<file path="config.mk">
export PLATFORM = sky130hd
export DESIGN_NAME = lsb_pixel_embed_extract_top
export DESIGN_NICKNAME = d
export VERILOG_FILES = /design/src/design/lpe_pkg.sv /design/src/design/lpe_datapath.sv /design/src/design/lsb_pixel_embed_extract_top.sv
export SDC_FILE = /design/constraint.sdc
export NUM_CORES = 1
export LEC_CHECK = 0
export ABC_AREA = 0
export BUFFER_PORTS_ARGS = -buffer_cell sky130_fd_sc_hd__buf_2
export CAP_MARGIN = 5
export CORE_UTILIZATION = 50
export CTS_CLUSTER_DIAMETER = 150
export DETAILED_ROUTE_END_ITERATION = 16
export PLACE_DENSITY = 0.64
export REMOVE_ABC_BUFFERS = 1
export SYNTH_ARGS = -nofsm -noshare
export SYNTH_HDL_FRONTEND = slang
export SYNTH_SLANG_ARGS = --single-unit
</file>
<file path="constraint.sdc">
create_clock -name clk -period 10.8 [get_ports clk]
set_clock_uncertainty 0.15 [all_clocks]
set_input_delay 1.62 -clock clk [delete_from_list [all_inputs] [get_ports clk]]
set_output_delay 1.62 -clock clk [all_outputs]
set_load 0.01 [all_outputs]
</file>
<file path="src/design/lpe_pkg.sv">
// Shared types, constants and helpers for the LSB pixel embed/extract block.
package lpe_pkg;

    // Bit buffer geometry
    localparam int BUF_BITS = 32;
    localparam int CNT_W    = $clog2(BUF_BITS + 1);

    // Per-pixel payload bits: up to 8 per channel, three channels
    localparam int MAX_RES  = 3;
    localparam int STREAM_W = 24;

    // Configuration register indexes
    localparam int CFG_IDX_W = 2;
    localparam logic [CFG_IDX_W-1:0] REG_EMBED_MODE = 2'd0;
    localparam logic [CFG_IDX_W-1:0] REG_BITS_BLUE  = 2'd1;
    localparam logic [CFG_IDX_W-1:0] REG_BITS_GREEN = 2'd2;
    localparam logic [CFG_IDX_W-1:0] REG_BITS_RED   = 2'd3;

    // Input and result kinds
    localparam logic KIND_BYTE      = 1'b0;
    localparam logic KIND_PIXEL     = 1'b1;
    localparam logic OUT_KIND_PIXEL = 1'b0;
    localparam logic OUT_KIND_BYTE  = 1'b1;

    typedef struct packed {
        logic       embed_mode;
        logic [3:0] bits_blue;
        logic [3:0] bits_green;
        logic [3:0] bits_red;
    } cfg_t;

    localparam cfg_t CFG_RESET = '{embed_mode: 1'b1, bits_blue: 4'd3,
                                   bits_green: 4'd3, bits_red: 4'd3};

    typedef struct packed {
        logic [BUF_BITS-1:0] bit_buffer;
        logic [CNT_W-1:0]    buffered_bits;
        logic [7:0]          byte_acc;
        logic [2:0]          acc_bits;
        logic                overflow;
    } state_t;

    typedef struct packed {
        logic        out_kind;
        logic [31:0] pixel_out;
        logic [7:0]  byte_out;
        logic        short_of_bits;
        logic        overflow_seen;
        logic        last;
    } result_t;

    // Bit counts above eight act as eight
    function automatic logic [3:0] clamp_bits(input logic [3:0] n);
        return (n > 4'd8) ? 4'd8 : n;
    endfunction

endpackage

</file>
<file path="src/design/lpe_datapath.sv">
// Per-item datapath: next state and result items for one accepted input item.
module lpe_datapath
    import lpe_pkg::*;
(
    input  cfg_t                      cfg,
    input  state_t                    state,
    input  logic                      kind,
    input  logic [7:0]                payload_byte,
    input  logic [31:0]               pixel_in,
    output state_t                    state_nxt,
    output result_t [MAX_RES-1:0]     res,
    output logic [1:0]                res_cnt
);

    logic [3:0]          nb0, nb1, nb2;
    logic [4:0]          n_total;
    logic [CNT_W-1:0]    avail;
    logic [CNT_W-1:0]    left_sh;
    logic [CNT_W-1:0]    bb_left;
    logic [BUF_BITS-1:0] aligned;
    logic [STREAM_W-1:0] stream;
    logic [STREAM_W-1:0] take_mask;
    logic [STREAM_W-1:0] s_green, s_red;
    logic [7:0]          keep_b, keep_g, keep_r;
    logic [31:0]         pix_emb;
    logic                short_f;
    logic [STREAM_W-1:0] x_bits, r_bits;
    logic [7:0]          acc_al;
    logic [31:0]         seq;
    logic [31:0]         seq_sh;
    logic [4:0]          ext_total;
    logic [1:0]          n_bytes;
    logic [2:0]          rem;

    always_comb
    begin
        nb0     = clamp_bits(cfg.bits_blue);
        nb1     = clamp_bits(cfg.bits_green);
        nb2     = clamp_bits(cfg.bits_red);
        n_total = 5'(nb0) + 5'(nb1) + 5'(nb2);
        keep_b  = 8'hFF << nb0;
        keep_g  = 8'hFF << nb1;
        keep_r  = 8'hFF << nb2;

        // Embed: left-align the held bits, oldest in the top bit
        avail   = (CNT_W'(n_total) < state.buffered_bits) ? CNT_W'(n_total)
                                                          : state.buffered_bits;
        short_f = CNT_W'(n_total) > state.buffered_bits;
        left_sh = CNT_W'(BUF_BITS) - state.buffered_bits;
        aligned = state.bit_buffer << left_sh;
        for (int k = 0; k < STREAM_W; k++)
        begin
            stream[k] = aligned[BUF_BITS-1-k];
        end
        take_mask = ~({STREAM_W{1'b1}} << avail);
        stream    = stream & take_mask;
        s_green   = stream >> nb0;
        s_red     = stream >> (5'(nb0) + 5'(nb1));
        pix_emb[31:24] = pixel_in[31:24];
        pix_emb[7:0]   = (pixel_in[7:0]   & keep_b) | (stream[7:0]  & ~keep_b);
        pix_emb[15:8]  = (pixel_in[15:8]  & keep_g) | (s_green[7:0] & ~keep_g);
        pix_emb[23:16] = (pixel_in[23:16] & keep_r) | (s_red[7:0]   & ~keep_r);
        bb_left = state.buffered_bits - avail;

        // Extract: pack channel low bits into one stream, bit k = k-th bit read
        x_bits = STREAM_W'(pixel_in[7:0] & ~keep_b)
               | (STREAM_W'(pixel_in[15:8] & ~keep_g) << nb0)
               | (STREAM_W'(pixel_in[23:16] & ~keep_r) << (5'(nb0) + 5'(nb1)));
        for (int k = 0; k < STREAM_W; k++)
        begin
            r_bits[STREAM_W-1-k] = x_bits[k];
        end
        // Accumulated bits go first, oldest in the top bit of the sequence
        acc_al    = state.byte_acc << (4'd8 - 4'(state.acc_bits));
        seq       = {acc_al, 24'b0} | ({r_bits, 8'b0} >> state.acc_bits);
        ext_total = 5'(state.acc_bits) + n_total;
        n_bytes   = ext_total[4:3];
        rem       = ext_total[2:0];
        seq_sh    = seq << {n_bytes, 3'b000};

        // Defaults: state holds, no results
        state_nxt = state;
        res_cnt   = 2'd0;
        res       = '0;

        if (cfg.embed_mode)
        begin
            if (kind == KIND_BYTE)
            begin
                if (state.buffered_bits > CNT_W'(BUF_BITS - 8))
                begin
                    state_nxt.overflow = 1'b1;
                end
                else
                begin
                    state_nxt.bit_buffer    = {state.bit_buffer[BUF_BITS-9:0], payload_byte};
                    state_nxt.buffered_bits = state.buffered_bits + CNT_W'(8);
                end
            end
            else
            begin
                state_nxt.buffered_bits = bb_left;
                state_nxt.bit_buffer    = state.bit_buffer
                                        & ~({BUF_BITS{1'b1}} << bb_left);
                res_cnt                 = 2'd1;
                res[0].out_kind         = OUT_KIND_PIXEL;
                res[0].pixel_out        = pix_emb;
                res[0].short_of_bits    = short_f;
                res[0].overflow_seen    = state.overflow;
                res[0].last             = 1'b1;
            end
        end
        else if (kind == KIND_PIXEL)
        begin
            state_nxt.acc_bits = rem;
            state_nxt.byte_acc = seq_sh[31:24] >> (4'd8 - 4'(rem));
            res_cnt            = n_bytes;
            for (int i = 0; i < MAX_RES; i++)
            begin
                res[i].out_kind      = OUT_KIND_BYTE;
                res[i].byte_out      = seq[31-8*i -: 8];
                res[i].overflow_seen = state.overflow;
                res[i].last          = (2'(i) == n_bytes - 2'd1);
            end
        end
    end

endmodule

</file>
<file path="src/design/lsb_pixel_embed_extract_top.sv">
// Top level: LSB pixel embed/extract with stream ports and config write port.
// Result items are registered: they appear at the output in the cycle after the input item is accepted.
// Throughput: one item per cycle while the output is not stalled; an extract pixel that yields k bytes (k up to 3)
// holds the input until the single output port has drained them.
// Reset: bit buffer, byte accumulator, counts and overflow flag clear; config takes
// its defaults (embed, 3/3/3 bits); no clearing pass.
module lsb_pixel_embed_extract_top
    import lpe_pkg::*;
(
    input  logic                 clk,
    input  logic                 rst_n,
    // Config write channel
    input  logic                 cfg_valid,
    output logic                 cfg_ready,
    input  logic [CFG_IDX_W-1:0] cfg_index,
    input  logic [3:0]           cfg_data,
    // Input items
    input  logic                 s_axis_tvalid,
    output logic                 s_axis_tready,
    input  logic [39:0]          s_axis_tdata,   // payload_byte[7:0], pixel_in[39:8]
    input  logic                 s_axis_tuser,   // kind
    // Result items
    output logic                 m_axis_tvalid,
    input  logic                 m_axis_tready,
    output logic [47:0]          m_axis_tdata,   // pixel_out[31:0], byte_out[39:32],
                                                 // short_of_bits[40], overflow_seen[41]
    output logic                 m_axis_tuser,   // out_kind
    output logic                 m_axis_tlast    // last
);

    cfg_t                  cfg_reg, cfg_next;
    state_t                state_reg, state_nxt;
    result_t [MAX_RES-1:0] slot_reg, slot_next, dp_res;
    logic [1:0]            cnt_reg, cnt_next, dp_cnt;
    logic                  in_fire, out_fire;

    lpe_datapath u_dp (
        .cfg          (cfg_reg),
        .state        (state_reg),
        .kind         (s_axis_tuser),
        .payload_byte (s_axis_tdata[7:0]),
        .pixel_in     (s_axis_tdata[39:8]),
        .state_nxt    (state_nxt),
        .res          (dp_res),
        .res_cnt      (dp_cnt)
    );

    // Handshakes: take a new item once the held results will all be gone
    assign cfg_ready     = 1'b1;
    assign m_axis_tvalid = (cnt_reg != 2'd0);
    assign out_fire      = m_axis_tvalid && m_axis_tready;
    assign s_axis_tready = (cnt_reg == 2'd0) || ((cnt_reg == 2'd1) && m_axis_tready);
    assign in_fire       = s_axis_tvalid && s_axis_tready;

    // Output fields from the head slot
    assign m_axis_tdata = {6'b0, slot_reg[0].overflow_seen, slot_reg[0].short_of_bits,
                           slot_reg[0].byte_out, slot_reg[0].pixel_out};
    assign m_axis_tuser = slot_reg[0].out_kind;
    assign m_axis_tlast = slot_reg[0].last;

    // Config register writes
    always_comb
    begin
        cfg_next = cfg_reg;
        if (cfg_valid)
        begin
            case (cfg_index)
                REG_EMBED_MODE: cfg_next.embed_mode = cfg_data[0];
                REG_BITS_BLUE:  cfg_next.bits_blue  = cfg_data;
                REG_BITS_GREEN: cfg_next.bits_green = cfg_data;
                REG_BITS_RED:   cfg_next.bits_red   = cfg_data;
                default:        cfg_next = cfg_reg;
            endcase
        end
    end

    // Result slots: load on accept, shift toward the head on each output
    always_comb
    begin
        slot_next = slot_reg;
        cnt_next  = cnt_reg;
        if (in_fire)
        begin
            slot_next = dp_res;
            cnt_next  = dp_cnt;
        end
        else if (out_fire)
        begin
            for (int i = 0; i < MAX_RES - 1; i++)
            begin
                slot_next[i] = slot_reg[i+1];
            end
            cnt_next = cnt_reg - 2'd1;
        end
    end

    // Control and block state
    always_ff @(posedge clk or negedge rst_n)
    begin
        if (!rst_n)
        begin
            cfg_reg   <= CFG_RESET;
            state_reg <= '0;
            cnt_reg   <= 2'd0;
        end
        else
        begin
            cfg_reg <= cfg_next;
            cnt_reg <= cnt_next;
            if (in_fire)
            begin
                state_reg <= state_nxt;
            end
        end
    end

    // Result payload
    always_ff @(posedge clk)
    begin
        slot_reg <= slot_next;
    end

endmodule

</file>
==> results of run 1 <==
final timing paths:
check | cells after the start | slack [ps] | end | from
worst min register to register | 1 | 350 | state_reg[0] | state_reg[0]
min in group asynchronous | 2 | 1210 | state_reg[44] | rst_n
worst max-delay path | 29 | 1970 | state_reg[43] | cfg_reg[8]
max in group asynchronous | 2 | 8690 | state_reg[12] | rst_n
worst max register to register | 29 | 1970 | state_reg[43] | cfg_reg[8]
worst min-delay path | 1 | 350 | state_reg[0] | state_reg[0]
critical path, delay by kind of cell, from the launching register on:
family	cells	cell delay, ps
flip-flops	1	710
AND/OR/NAND/NOR	5	1160
adder cells (fa/ha/maj)	5	1980
multiplexers	1	270
AO/OA/AOI/OAI	11	2630
buffers and inverters	7	1810
kinds of logic (layout without fill, tap and decap cells):
group / Yosys count / count (layout)
AND/OR/NAND/NOR: 533 / 533
other: 2 / 7
XOR/XNOR: 25 / 25
multiplexers: 174 / 174
flip-flops: 131 / 131
adder cells (fa/ha/maj): 33 / 33
buffers and inverters: 230 / 219
AO/OA/AOI/OAI: 542 / 542
metal layers:
layer | part of all wire | track usage
met4 | 0.038 | 0.146
met3 | 0.084 | 0.0585
met2 | 0.44 | 0.537
met1 | 0.44 | 0.502
met5 | 0 | 0
cells in the mapped netlist (13+ instances only):
cell type / count
nand2_1: 188
nor2_1: 129
o21ai_0: 107
a21oi_1: 98
clkbuf_1: 93
mux2i_1: 75
edfxtp_1: 66
dfrtp_1: 58
mux2_2: 54
buf_4: 49
inv_1: 49
nand3_1: 45
mux4_2: 43
a211oi_1: 40
nor3_1: 36
and2_1: 30
ha_1: 27
a22o_1: 26
a31oi_1: 26
o211ai_1: 23
xnor2_1: 18
a22oi_1: 17
buf_2: 17
nor2b_1: 17
o21a_1: 17
nand2b_1: 16
o31ai_1: 15
a21o_1: 13
buf_1: 13
through the flow:
stage / area, µm² / setup WS (ps) / std cells
after floorplan: 13200 / 1420 / 1500
final: 15000 / 1970 / 2036
after global placement: 14400 / 2470 / 2004
after global routing: 15000 / 1420 / 2036
after CTS: 15000 / 2170 / 2036
after detailed placement: 14400 / 2160 / 2004
area by class of cell:
cell class | count | area share
well taps | 372 | 0.0310
clock buffers | 19 | 0.0288
flip-flops and latches | 131 | 0.241
multi-input cells | 1314 | 0.625
repair buffers | 132 | 0.0498
clock inverters | 13 | 0.0107
inverters | 55 | 0.0137
==> impl_results.md, run 1 <==
* CTS tree: yes
* Final hold violations at 0
* Site Rows at 60
* Register Area at about 3600 µm²
* Die footprint at around 29,000 µm²
* Multi-input logic area at about 9400 µm²
* Measured slew at the worst slew-check pin at between 1000 and 1500 ps
* Critical path's slowest cell: o21ai_0
* Crit path DAT at around 9000 ps
* Hold WC Path Type: flip-flop to flip-flop
* Setup TNS at 0 ps
* Number of synthesized flops with an enable pin at 66
* Area contributors post-synth: edfxtp_1, dfrtp_1, mux4_2
* Synth Area in XOR/XNOR at 0.0166
* Filler instances at between 2,000 and 3,000
* Post-CTS Resized at 0
* Vias in the first global route at approximately 13,000
* Clock Tree Root: clkbuf_16
* Die width at 170 µm
* Largest family of logic cells by synthesized area: compound AO/OA/AOI/OAI gates
* Cell taking the most area after synthesis: edfxtp_1
* Critical Path RT at approximately 11,000 ps
* Startpoint Class: flip-flop
* Antenna violations before repair at 0
* Chip height at approximately 170 µm
* WL per Instance at approximately 25 µm
* Commonest non-fill, non-tap cell in the layout: nand2_1
* Worst skew pair latency at roughly 440 ps
* Drt initial violations at about 1,700
* Async SR Flop Fraction at 0.496
* # diodes at 0
* Crit Path Max Fanout at 22
* Crit path kind: flip-flop to flip-flop
* Max Cap Violations at 0
* Dominant synthesized flop cell: edfxtp_1
* Syn_area_per_cell at between 8 and 9 µm²
* Clock buffer depth at 2
* Max FFs per register at 50
* Post-Synth Adder-Cell Area at 0.0306
* Residual DRC at 0
* IO buf count at between 90 and 100
* Crit-path most repeated cell: ha_1
* Post-synthesis sequential area ratio at 0.258
* Largest net degree at the start of global routing at between 60 and 70
* Ratio of cells with drive above 1 in the final layout at 0.186
* DRT Wirelength at around 51,000 µm
* Post-synthesis mux area share at 0.168
* Crit end category: flip-flop
* Total gr overflow at 0
* First-pass GRT wire length at roughly 78,000 µm
* Post-layout util at 0.551
* Synth top area share at 0.141
* Reg clk slew, reported paths at 60 ps
* Yosys reg bits at 131
* CTS Buf Count at 17
* Post-route minimum period at around 8800 ps
* Cts hold-fix bufs at 0
* Routed Antenna Nets at 0
* Starting Density at 0.515
* I/O pins at 105
* First-pass DRT Iterations at 5
* Outcome: complete, no violations
* DR vias/cell at a little under 7
* Clock Sink Count at 131
* Yosys warns at 0
* Mapped Cells at ~1,700
* Post-Syn Area at roughly 14,000 µm²
* Core ar. at between 20,000 and 30,000 µm²
* CTS H-Tree Depth at 4
* Synth-to-Final Area Change at 6.93%
* Final Slew Violations at 0
* Biggest cell delay along the critical path at around 900 ps
* Synth cell types at 99
* Post-Synth Simple-Gate Area at 0.179
* Relative slew slack at 0.130
* Postcts setup bufs at 0
* RSZ-0062 raised after global routing: false
* Commonest cells after routing, fill and taps aside: nand2_1, nor2_1, o21ai_0
* Hold_ws at 347 ps
* Via count at between 10,000 and 15,000
* Final worst path period share at 0.818
* DP Wirelength at roughly 38,000 µm
* Gr usage total at 0.355
* Final count of negative-setup-slack endpoints at 0
* Final net count at ~1,700
* Fmax at ~110 MHz
* Compound-gate portion of the synthesized area at 0.271
* GPL Wtd Cong at approximately 1
Power of run 1 is not shown: default switching activity piles up to over one toggle a cycle in this logic, so the estimate is an artifact.
==> run 2: changes to the inputs <==
--- a/config.mk
+++ b/config.mk
@@ -5,7 +5,7 @@
 export SDC_FILE = /design/constraint.sdc
 export NUM_CORES = 1
 export LEC_CHECK = 0
-export ABC_AREA = 0
+export ABC_AREA = 1
 export BUFFER_PORTS_ARGS = -buffer_cell sky130_fd_sc_hd__buf_2
 export CAP_MARGIN = 5
 export CORE_UTILIZATION = 50
==> constraint.sdc (replaced) <==
create_clock -name clk -period 8.3 [get_ports clk]
set_clock_uncertainty 0.15 [all_clocks]
set_input_delay 1.245 -clock clk [delete_from_list [all_inputs] [get_ports clk]]
set_output_delay 1.245 -clock clk [all_outputs]
set_load 0.01 [all_outputs]
==> impl_results.md, run 2 <==
* Chip height at between 150 and 200 µm
* Crit Path Max Fanout at 36
* Fmax at 136 MHz
* Setup TNS at 0 ps
* Die width at 165 µm
* CTS H-Tree Depth at 4
* First-pass DRT Iterations at 8
* Clock Tree Root: clkbuf_16
* Starting Density at 0.509
* Postcts setup bufs at 0
* Crit path DAT at between 7000 and 8000 ps
* I/O pins at between 100 and 150
* Largest net degree at the start of global routing at 66
* Max FFs per register at 50
* Gr usage total at 0.356
* Cts hold-fix bufs at 0
* Final worst path period share at 0.883
* Capturing point of the worst reg2reg path: state_reg[48]
* Final hold violations at 0
* DP Wirelength at about 36,000 µm
* Total gr overflow at 0
* Multi-input logic area at roughly 8000 µm²
* Synth cell types at 64
* Number of synthesized flops with an enable pin at 66
* Ratio of cells with drive above 1 in the final layout at 0.121
* Post-CTS Resized at 0
* Biggest cell delay along the critical path at 570 ps
* Post-route minimum period at ~7300 ps
* Measured slew at the worst slew-check pin at approximately 1100 ps
* Worst reg2reg startpoint: cfg_reg[9]
* Hold Path Sink: state_reg[0]
* Outcome: complete, no violations
* Worst setup path startpoint: cfg_reg[9]
* Die footprint at 27,100 µm²
* RSZ-0062 raised after global routing: false
* Dominant synthesized flop cell: edfxtp_1
* Register Area at roughly 3600 µm²
* R2r setup slk at between 900 and 1000 ps
* Setup WS post-layout at 969 ps
* Post-Syn Area at between 10,000 and 15,000 µm²
* Async SR Flop Fraction at 0.496
* Max Cap Violations at 0
* DRT Wirelength at 47,800 µm
* Yosys warns at 0
* Worst slack, placed at 1080 ps
* Mapped Cells at 2,044
* Via count at about 14,000
* Vias in the first global route at roughly 13,000
* Clock Sink Count at ~130
* Synth top area share at 0.170
* Post-synthesis sequential area ratio at 0.274
* Cell taking the most area after synthesis: nand2_1
* Hold WC Path Type: flip-flop to flip-flop
* Site Rows at 59
* Synth-to-Final Area Change at 6.14%
* Final Slew Violations at 0
* Filler instances at roughly 2,700
* Crit end category: flip-flop
* R2R depth at 34
* Drt initial violations at roughly 1,400
* DR vias/cell at around 6
* Relative slew slack at 0.257
* GPL Wtd Cong at 1.01
* Yosys reg bits at 131
* Routed Antenna Nets at 0
* Commonest cells in the netlist: nand2_1, nand3_1, o21ai_0
* Critical Path RT at roughly 8500 ps
* Final count of negative-setup-slack endpoints at 0
* Syn_area_per_cell at between 6 and 7 µm²
* Residual DRC at 0
* CTS Buf Count at 17
* Crit-path most repeated cell: inv_1
* Core ar. at around 26,000 µm²
* IO buf count at 97
* Antenna violations before repair at 1
* Commonest non-fill, non-tap cell in the layout: nand2_1
* Critical path's slowest cell: dfstp_2
* Hold Crit Start: state_reg[0]
* WL per Instance at roughly 20 µm
* Reg clk slew, reported paths at approximately 70 ps
* Hold depth at 1
* CTS tree: yes
* Startpoint Class: flip-flop
* Commonest cells after routing, fill and taps aside: nand2_1, nand3_1, o21ai_0
* Final net count at 2,114
* Most frequent cell after synthesis: nand2_1
* Worst skew pair latency at roughly 440 ps
* First-pass GRT wire length at 73,100 µm
* Area contributors post-synth: nand2_1, edfxtp_1, dfrtp_1
* Crit path kind: flip-flop to flip-flop
* Clock buffer depth at 2
-- run 2: cell count changes after synthesis, moves of 39 or more --
cell,delta
a211oi_1,-39
clkbuf_1,-51
inv_1,+116
mux2_2,-54
mux2i_1,-55
mux4_2,-43
nand2_1,+410
nand3_1,+241
o21ai_0,+70
o21ai_1,+44
-- run 2: worst max-delay path, delay by kind of cell (launching register included) --
kind / cells / cell delay (ps)
adder cells (fa/ha/maj): 4 / 1240
XOR/XNOR: 2 / 610
AO/OA/AOI/OAI: 5 / 790
flip-flops: 1 / 570
buffers and inverters: 9 / 1200
AND/OR/NAND/NOR: 14 / 2620
-- run 2: worst max path at each step --
stage	slack, ps	cells after the start	endpoint
after floorplan	930	29	state_reg[48]
after global placement	1320	34	state_reg[41]
after detailed placement	1080	33	state_reg[48]
after CTS	1060	35	state_reg[41]
after global routing	400	33	state_reg[48]
final	970	34	state_reg[48]
-- run 2: through the flow --
| stage | cell area (µm²) | hold WS, ps | utilization | instances |
|---|---|---|---|---|
| 3_5_place_dp | 13400 | 310 | 0.517 | 2348 |
| 2_1_floorplan | 12300 | 292 | - | 1894 |
| 5_1_grt | 14000 | 337 | 0.540 | 2380 |
| 3_3_place_gp | 13400 | 304 | 0.517 | 2348 |
| 6_report | 14000 | 322 | 0.540 | 2381 |
| 4_1_cts | 14000 | 323 | 0.540 | 2380 |
-- run 2: kinds of logic after synthesis --
logic type	share of synthesized area
buf+inv	0.124
fa+ha+maj	0.0301
flops	0.274
mux	0.0151
compound gates	0.185
simple gates	0.361
other cells	0.000568
xor+xnor	0.0104
-- run 2: layout make-up --
cell class | count | share of cell area
multi-input combinational | 1565 | 0.569
timing repair buffer | 119 | 0.0464
antenna | 1 | 0.000178
tap | 335 | 0.0299
sequential | 131 | 0.258
clock inverter | 13 | 0.0122
inverter | 198 | 0.0533
clock buffer | 19 | 0.0309
-- run 2: layer usage --
metal	vias to the layer above	share of wire	track usage
met2	731	0.45	0.558
met5	-	0	0
met4	0	0.040	0.142
met3	118	0.084	0.0563
met1	6651	0.43	0.487
li1	6802	-	-
Power of run 2 is left out for the same reason.
